`config.mk`:
```
export PLATFORM = sky130hd
export DESIGN_NAME = wct_csr
export DESIGN_NICKNAME = d
export VERILOG_FILES = /design/src/sv/wct_pkg.sv /design/src/sv/wct_csr.sv
export SDC_FILE = /design/constraint.sdc
export NUM_CORES = 1
export LEC_CHECK = 0
export ABC_AREA = 1
export BUFFER_PORTS_ARGS = -buffer_cell sky130_fd_sc_hd__buf_4
export CORE_MARGIN = 2
export CORE_UTILIZATION = 40
export CTS_CLUSTER_SIZE = 28
export DETAILED_ROUTE_END_ITERATION = 7
export PLACE_DENSITY = 0.7
export SKIP_LAST_GASP = 1
export SYNTH_ARGS = -nofsm -noshare
export SYNTH_HDL_FRONTEND = slang
export SYNTH_SLANG_ARGS = --single-unit
```
`constraint.sdc`:
```
create_clock -name clock -period 2.3 [get_ports clock]
set_input_delay 0.69 -clock clock [delete_from_list [all_inputs] [get_ports clock]]
set_output_delay 0.69 -clock clock [all_outputs]
set_load 0.05 [all_outputs]
```
`src/sv/wct_pkg.sv`:
```
package wct_pkg;

   localparam int unsigned CsrIndexWidth = 3;

   localparam logic [16:0] Q16_ONE   = 17'h10000;
   localparam logic [16:0] Q16_ZERO  = 17'h00000;
   localparam logic [31:0] GAIN_HALF = 32'h0000_8000;

   localparam logic [1:0] KIND_TICK      = 2'd0;
   localparam logic [1:0] KIND_OBJECTIVE = 2'd1;
   localparam logic [1:0] KIND_GAIN      = 2'd2;

   localparam logic [CsrIndexWidth-1:0] CSR_FALLS_EXPECTED = 3'd0;
   localparam logic [CsrIndexWidth-1:0] CSR_HORIZON        = 3'd1;
   localparam logic [CsrIndexWidth-1:0] CSR_RATE_ALPHA     = 3'd2;
   localparam logic [CsrIndexWidth-1:0] CSR_RATE_FORGET    = 3'd3;
   localparam logic [CsrIndexWidth-1:0] CSR_PRIOR_LEVEL    = 3'd4;

   typedef struct packed {
      logic [1:0]         kind;
      logic signed [31:0] sample;
      logic [63:0]        tick_number;
   } req_type;

   typedef struct packed {
      logic [63:0] tick_echo;
      logic [16:0] competence;
      logic [16:0] error_level;
      logic        is_driving;
      logic [31:0] check_total;
      logic [31:0] improve_total;
   } rsp_type;

   typedef struct packed {
      logic        falls_expected;
      logic [15:0] horizon;
      logic [16:0] rate_alpha;
      logic [16:0] rate_forget;
      logic [16:0] prior_level;
   } cfg_type;

   function automatic logic [16:0] cap_one(input logic [16:0] v);
      return (v > Q16_ONE) ? Q16_ONE : v;
   endfunction

endpackage

```
`src/sv/wct_csr.sv`:
```
module wct_csr (
   input  logic                                clock,
   input  logic                                reset,
   input  logic                                csr_valid,
   output logic                                csr_ready,
   input  logic [wct_pkg::CsrIndexWidth-1:0]   csr_index,
   input  logic [16:0]                         csr_wdata,
   output wct_pkg::cfg_type                    cfg
);
   import wct_pkg::*;

   cfg_type cfg_ff, cfg_in;

   assign csr_ready = 1'b1;
   assign cfg       = cfg_ff;

   always_comb begin
      cfg_in = cfg_ff;
      if (csr_valid && csr_ready) begin
         case (csr_index)
            CSR_FALLS_EXPECTED: cfg_in.falls_expected = csr_wdata[0];
            CSR_HORIZON:        cfg_in.horizon        = csr_wdata[15:0];
            CSR_RATE_ALPHA:     cfg_in.rate_alpha     = csr_wdata;
            CSR_RATE_FORGET:    cfg_in.rate_forget    = csr_wdata;
            CSR_PRIOR_LEVEL:    cfg_in.prior_level    = csr_wdata;
            default:            cfg_in = cfg_ff;
         endcase
      end
   end

   always_ff @(posedge clock) begin
      if (reset) begin
         cfg_ff.falls_expected <= 1'b0;
         cfg_ff.horizon        <= 16'd30;
         cfg_ff.rate_alpha     <= 17'd3277;
         cfg_ff.rate_forget    <= 17'd66;
         cfg_ff.prior_level    <= 17'd32768;
      end else begin
         cfg_ff <= cfg_in;
      end
   end

endmodule

```
==> results of run 1 <==
## per-stage QoR
stage / cell area (µm²) / setup slack [ns] / std cells
after floorplan: 2750 / 0.886 / 389
after global placement: 3440 / 0.536 / 543
after detailed placement: 3440 / 0.490 / 543
after CTS: 3600 / 0.696 / 557
after global routing: 3600 / 0.675 / 557
final: 3600 / 0.706 / 557
## kinds of logic (layout without fill, tap and decap cells)
kind of cell    Yosys count  in the layout  synth area share
simple gates            273            273             0.419
flops                    68             68             0.495
other cells               1              1           0.00136
buf+inv                  45            133            0.0818
compound gates            2              2           0.00363
## report_power, final
group	internal, mW	switching, mW	total (mW)
clock	0.403	0.421	0.824
sequential	1.22	0.0237	1.24
combinational	0.132	0.307	0.439
total	1.75	0.752	2.51
## Yosys cell counts, types with 3 or more instances
cell type / number / area [µm²]
nor2_2: 3 / 18.8
nand2_1: 88 / 330
buf_2: 6 / 30.0
nand3_1: 68 / 340
buf_1: 3 / 11.3
inv_1: 22 / 82.6
nor2_4: 4 / 45.0
nor2_1: 108 / 405
buf_4: 7 / 52.6
dfxtp_1: 68 / 1360
buf_6: 3 / 33.8
## worst paths after layout
check	startpoint	end	slack, ns	cells after the start
max	cfg[6]$_SDFFE_PP0P_	cfg[6]	0.71	1
min	cfg[55]$_SDFFE_PP1P_	cfg[55]$_SDFFE_PP1P_	0.48	2
max reg2reg	cfg[15]$_SDFFE_PP1P_	cfg[15]$_SDFFE_PP1P_	1.70	2
min reg2reg	cfg[55]$_SDFFE_PP1P_	cfg[55]$_SDFFE_PP1P_	0.48	2
## layer usage
layer | track usage | up-vias | wire length (µm)
li1 | - | 1367 | -
met1 | 0.275 | 1202 | 3270
met2 | 0.311 | 113 | 3320
met3 | 0.0408 | 10 | 649
met4 | 0.0753 | 0 | 106
met5 | 0 | - | 0
## final cells by class
class	instances	area, µm²	area share
repair buffers	95	726	0.202
inverters	24	90.1	0.0250
clock inverters	3	15.0	0.00417
multi-input cells	276	1170	0.324
clock buffers	11	141	0.0393
well taps	80	100	0.0278
flip-flops and latches	68	1360	0.378
==> out/qor.yml, run 1 <==
diodes: 0
cts_tree: "done"
synth.distinct_cells: 17
cpPeakStageDelay_ns: 0.36
wirelength_um: 7350
synthCells: 389
fin_hold_ws_ns: 0.483
fin_crit_sh: 0.693
grt_usage: 0.200
final_layout_size_suffix_gt1_frac: 0.249
syn-num-nets: 412
timing.final.max_slew_violations: 0
critical-path-top-delay-family: "flip-flops"
grt_first_pass_wirelength_um: 11800
overflow: 0
gp_congestion: 0.824
dr.first_iter.drc_count: 135
power.density_nw_per_um2: 696
die_w_um: 87.0
hpwl_um: 5170
postCtsResizedCells: 0
firstDrtPassIters: 4
htreeDepth: 3
synth_edf_count: 0
grt_max_degree: 47
ys_seq_elements: 68
finalClockSkew_ns: 0
post-route-min-period_ns: 1.59
synthFlopType: "dfxtp_1"
syn_avg_cell_area_um2: 7.08
antenna_found_initial: 0
min_path_type: "reg2reg"
path_cells: "buf_4"
die_area_um2: 7560
rows: 30
final_common_cell: "nor2_1"
ctsHoldBuffers: 0
final_cell_mix: "108 x nor2_1, 94 x buf_4, 88 x nand2_1"
clk_pin_slew_worst_paths_ns: 0.07
core_um2: 6720
setup_violations: 0
tightest_slew_ns: 0.538
crit_type: "reg2out"
p_total_mw: 2.51
power_leakage_nw: 1.76
ys_warn_count: 0
rsz0062_at_grt: "no"
vias: 2692
cp.required_ns: 1.61
final_util: 0.536
area_growth_pct: 30.8
maxCapViolCount: 0
yosysSeqAreaShare: 0.495
port_buffers: 90
wire_per_inst_um: 13.2
synth_area_um2: 2750
numCtsBuffers: 9
fillCellCount: 673
io_pins: 92
path_buf_inv: 1
critical-path-slowest-cell: "dfxtp_1"
cts_sinks: 68
cts_setup_buffers: 0
cp_data_arrival_time_ns: 0.90
start_util: 0.410
relSlewSlack: 0.641
async_flop_share: 0
clockRootBuffer: "clkbuf_8"
drc_errors: 0
via_per_inst: 4.83
max_freq_mhz: 627
status: "finished, final reports clean"
layout.nets: 497
die_height_um: 87.0
largest_reg_flops: 68
peakVddDrop_mv: 0.354
ant_nets: 0
hold_violations: 0
cp_max_fo: 2
tns_ns: 0
clk_path_buf_depth: 2
cp-start-kind: "register"
critPathCaptureType: "output port"
grt_pass1_vias: 2440
clk_latency_ns: 0.34
Note: power is estimated with default switching activity, not from simulation.
==> inputs of run 2 (changes only) <==
ABC_AREA = 0   (was 1)
clock period = 1.6 ns   (was 2.3 ns; I/O delays follow)
==> run 2 against run 1 <==
Net effect: sequential power is 41% higher; wire length is 14% lower; via count is 24% lower; critical path depth stayed put; final area is 3.9% higher; clock-buffer cell count is 1 higher; core utilization is 1.8 points higher; first-iteration DRC count is 61% lower; sequential cell count stayed put; critical endpoint is now cfg[12].
==> out/qor.yml, run 2 <==
timing.rr.end: "cfg[44]$_SDFFE_PP1P_"
critPathCaptureType: "output port"
final_layout_size_suffix_gt1_frac: 0.329  # +0.0792
dp_cells: 420  # -23%
ant_nets: 0  # unchanged
power_leakage_nw: 1.76  # -0.21%
overflow: 0  # unchanged
antenna_found_initial: 0  # unchanged
start_util: 0.410  # +0.000687
place_ws_ns: 0.183  # -0.308 ns
ys_top_cells_by_count: "71 x nand2b_1, 68 x dfxtp_1, 68 x mux2i_1"
tns_ns: 0  # unchanged
die_area_um2: 7610  # +0.69%
reg2reg_slack_ns: 0.97  # -0.73 ns
hpwl_um: 4650  # -10%
syn_avg_cell_area_um2: 10.7  # +51%
synthCells: 259  # -33%
timing.final.max_slew_violations: 0  # unchanged
yosysMostFrequentCell: "nand2b_1"
critical-path-slowest-cell: "dfxtp_1"
hold_violations: 0  # unchanged
numCtsBuffers: 9  # unchanged
die_height_um: 87.3  # +0.35%
ys_warn_count: 0  # unchanged
wire_per_inst_um: 14.5  # +10%
final_cell_mix: "98 x buf_4, 71 x nand2b_1, 68 x mux2i_1, 68 x dfxtp_1, 24 x nor2_1"
wirelength_um: 6340  # -14%
setup_slack_ns: 0.213  # -0.493 ns
yosys-top-cells-area: "dfxtp_1 49%, mux2i_1 25%, nand2b_1 16%, nor2_1 3.2%, buf_2 1.4%"
cts_setup_buffers: 0  # unchanged
firstDrtPassIters: 4  # unchanged
ys_seq_elements: 68  # unchanged
clk_path_buf_depth: 2  # unchanged
core_um2: 6760  # +0.56%
via_per_inst: 4.68  # -3.1%
cts_sinks: 68  # unchanged
clk_pin_slew_worst_paths_ns: 0.08  # about the same
die_w_um: 87.3  # +0.35%
synthFlopType: "dfxtp_1"
gp_congestion: 0.785  # -4.7%
hold-path-endpoint: "cfg[55]$_SDFFE_PP1P_"
syn-num-nets: 282  # -32%
async_flop_share: 0  # unchanged
postCtsResizedCells: 0  # unchanged
cp.required_ns: 1.12  # -0.49 ns
fin_crit_sh: 0.867
grt_first_pass_wirelength_um: 9880  # -16%
max_freq_mhz: 721
min_path_type: "in2reg"
crit_type: "reg2out"
rsz0062_at_grt: "no"
clk_latency_ns: 0.32  # -0.02 ns
grt_pass1_vias: 1961  # -20%
htreeDepth: 3  # unchanged
final_common_cell: "buf_4"
worstHoldStart: "csr_wdata[4]"
synth_edf_count: 0  # unchanged
peakVddDrop_mv: 0.465  # +31%
clockRootBuffer: "clkbuf_8"
path_cells: "buf_4"
fillCellCount: 642  # -4.6%
r2r-start: "cfg[44]$_SDFFE_PP1P_"
port_buffers: 90  # unchanged
yosys.area.top_type: "dfxtp_1"
dr.first_iter.drc_count: 53  # -61%
power.density_nw_per_um2: 943  # +35%
fin_hold_ws_ns: 0.420  # -0.0630 ns
final_cells: 436  # -22%
grt_usage: 0.171  # -0.0292
hold_depth: 3  # +1
setup_violations: 0  # unchanged
cp_max_fo: 2  # unchanged
largest_reg_flops: 68  # unchanged
cpPeakStageDelay_ns: 0.36  # about the same
vias: 2041  # -24%
post-route-min-period_ns: 1.39
area_growth_pct: 34.8
diodes: 0  # unchanged
synth_top_area_frac: 0.491  # -0.00357
critical-path-top-delay-family: "flip-flops"
cp_data_arrival_time_ns: 0.91  # about the same
synth_area_um2: 2770  # +0.73%
status: "finished, final reports clean"
grt_max_degree: 37  # -21%
io_pins: 92  # unchanged
p_total_mw: 3.52  # +41%
r2r_cells: 2  # unchanged
layout.nets: 374  # -25%
finalClockSkew_ns: 0  # unchanged
crit_cells: 1  # unchanged
rows: 30  # unchanged
cp-start-kind: "register"
ctsHoldBuffers: 0  # unchanged
path_buf_inv: 1  # unchanged
maxCapViolCount: 0  # unchanged
drc_errors: 0  # unchanged
yosysSeqAreaShare: 0.491  # -0.00357
synth.distinct_cells: 16  # -1
cts_tree: "done"
[run 2: area by class of cell]
| class | count | area, µm² | area share |
|---|---|---|---|
| tap | 80 | 100 | 0.0268 |
| multi-input combinational | 172 | 1300 | 0.349 |
| timing repair buffer | 100 | 776 | 0.207 |
| clock inverter | 4 | 32.5 | 0.00870 |
| sequential | 68 | 1360 | 0.364 |
| clock buffer | 12 | 165 | 0.0442 |
[run 2: layer usage]
| layer | GRT usage | wire length, µm |
|---|---|---|
| met2 | 0.253 | 2920 |
| met3 | 0.0322 | 239 |
| met1 | 0.244 | 3120 |
| met4 | 0.0713 | 66 |
| met5 | 0 | 0 |
[run 2: worst register-to-register path: cells and delay by family, from the launching register on]
family,cells,cell delay (ns)
multiplexers,1,0.08
AND/OR/NAND/NOR,1,0.11
flip-flops,1,0.33
[run 2: report_power, final]
group	internal, mW	total (mW)	switching, mW
logic	0.171	0.436	0.265
clock network	0.695	1.34	0.642
registers	1.73	1.75	0.0219
total	2.60	3.52	0.929
[run 2: how the worst max path moves through the flow]
stage                            to                  from  slack (ns)
2_1_floorplan  cfg[42]$_SDFFE_PP0P_          csr_index[2]        0.32
4_1_cts                      cfg[6]   cfg[6]$_SDFFE_PP0P_        0.19
3_3_place_gp   cfg[52]$_SDFFE_PP1P_          csr_index[1]        0.21
6_report                    cfg[12]  cfg[12]$_SDFFE_PP0P_        0.21
5_1_grt                     cfg[18]  cfg[18]$_SDFFE_PP1P_        0.17
3_5_place_dp   cfg[40]$_SDFFE_PP1P_          csr_index[2]        0.18
[run 2: kinds of logic (layout without fill, tap and decap cells)]
group | count (synthesis) | in the layout | share of synthesized area
AND/OR/NAND/NOR | 103 | 103 | 0.223
flip-flops | 68 | 68 | 0.491
multiplexers | 68 | 68 | 0.245
buffers and inverters | 19 | 116 | 0.0388
other | 1 | 1 | 0.00135
[run 2: metrics by stage]
stage          cell area, µm²   util
2_1_floorplan            2770      -
3_3_place_gp             3540  0.524
3_5_place_dp             3540  0.524
4_1_cts                  3740  0.553
5_1_grt                  3740  0.553
6_report                 3740  0.553
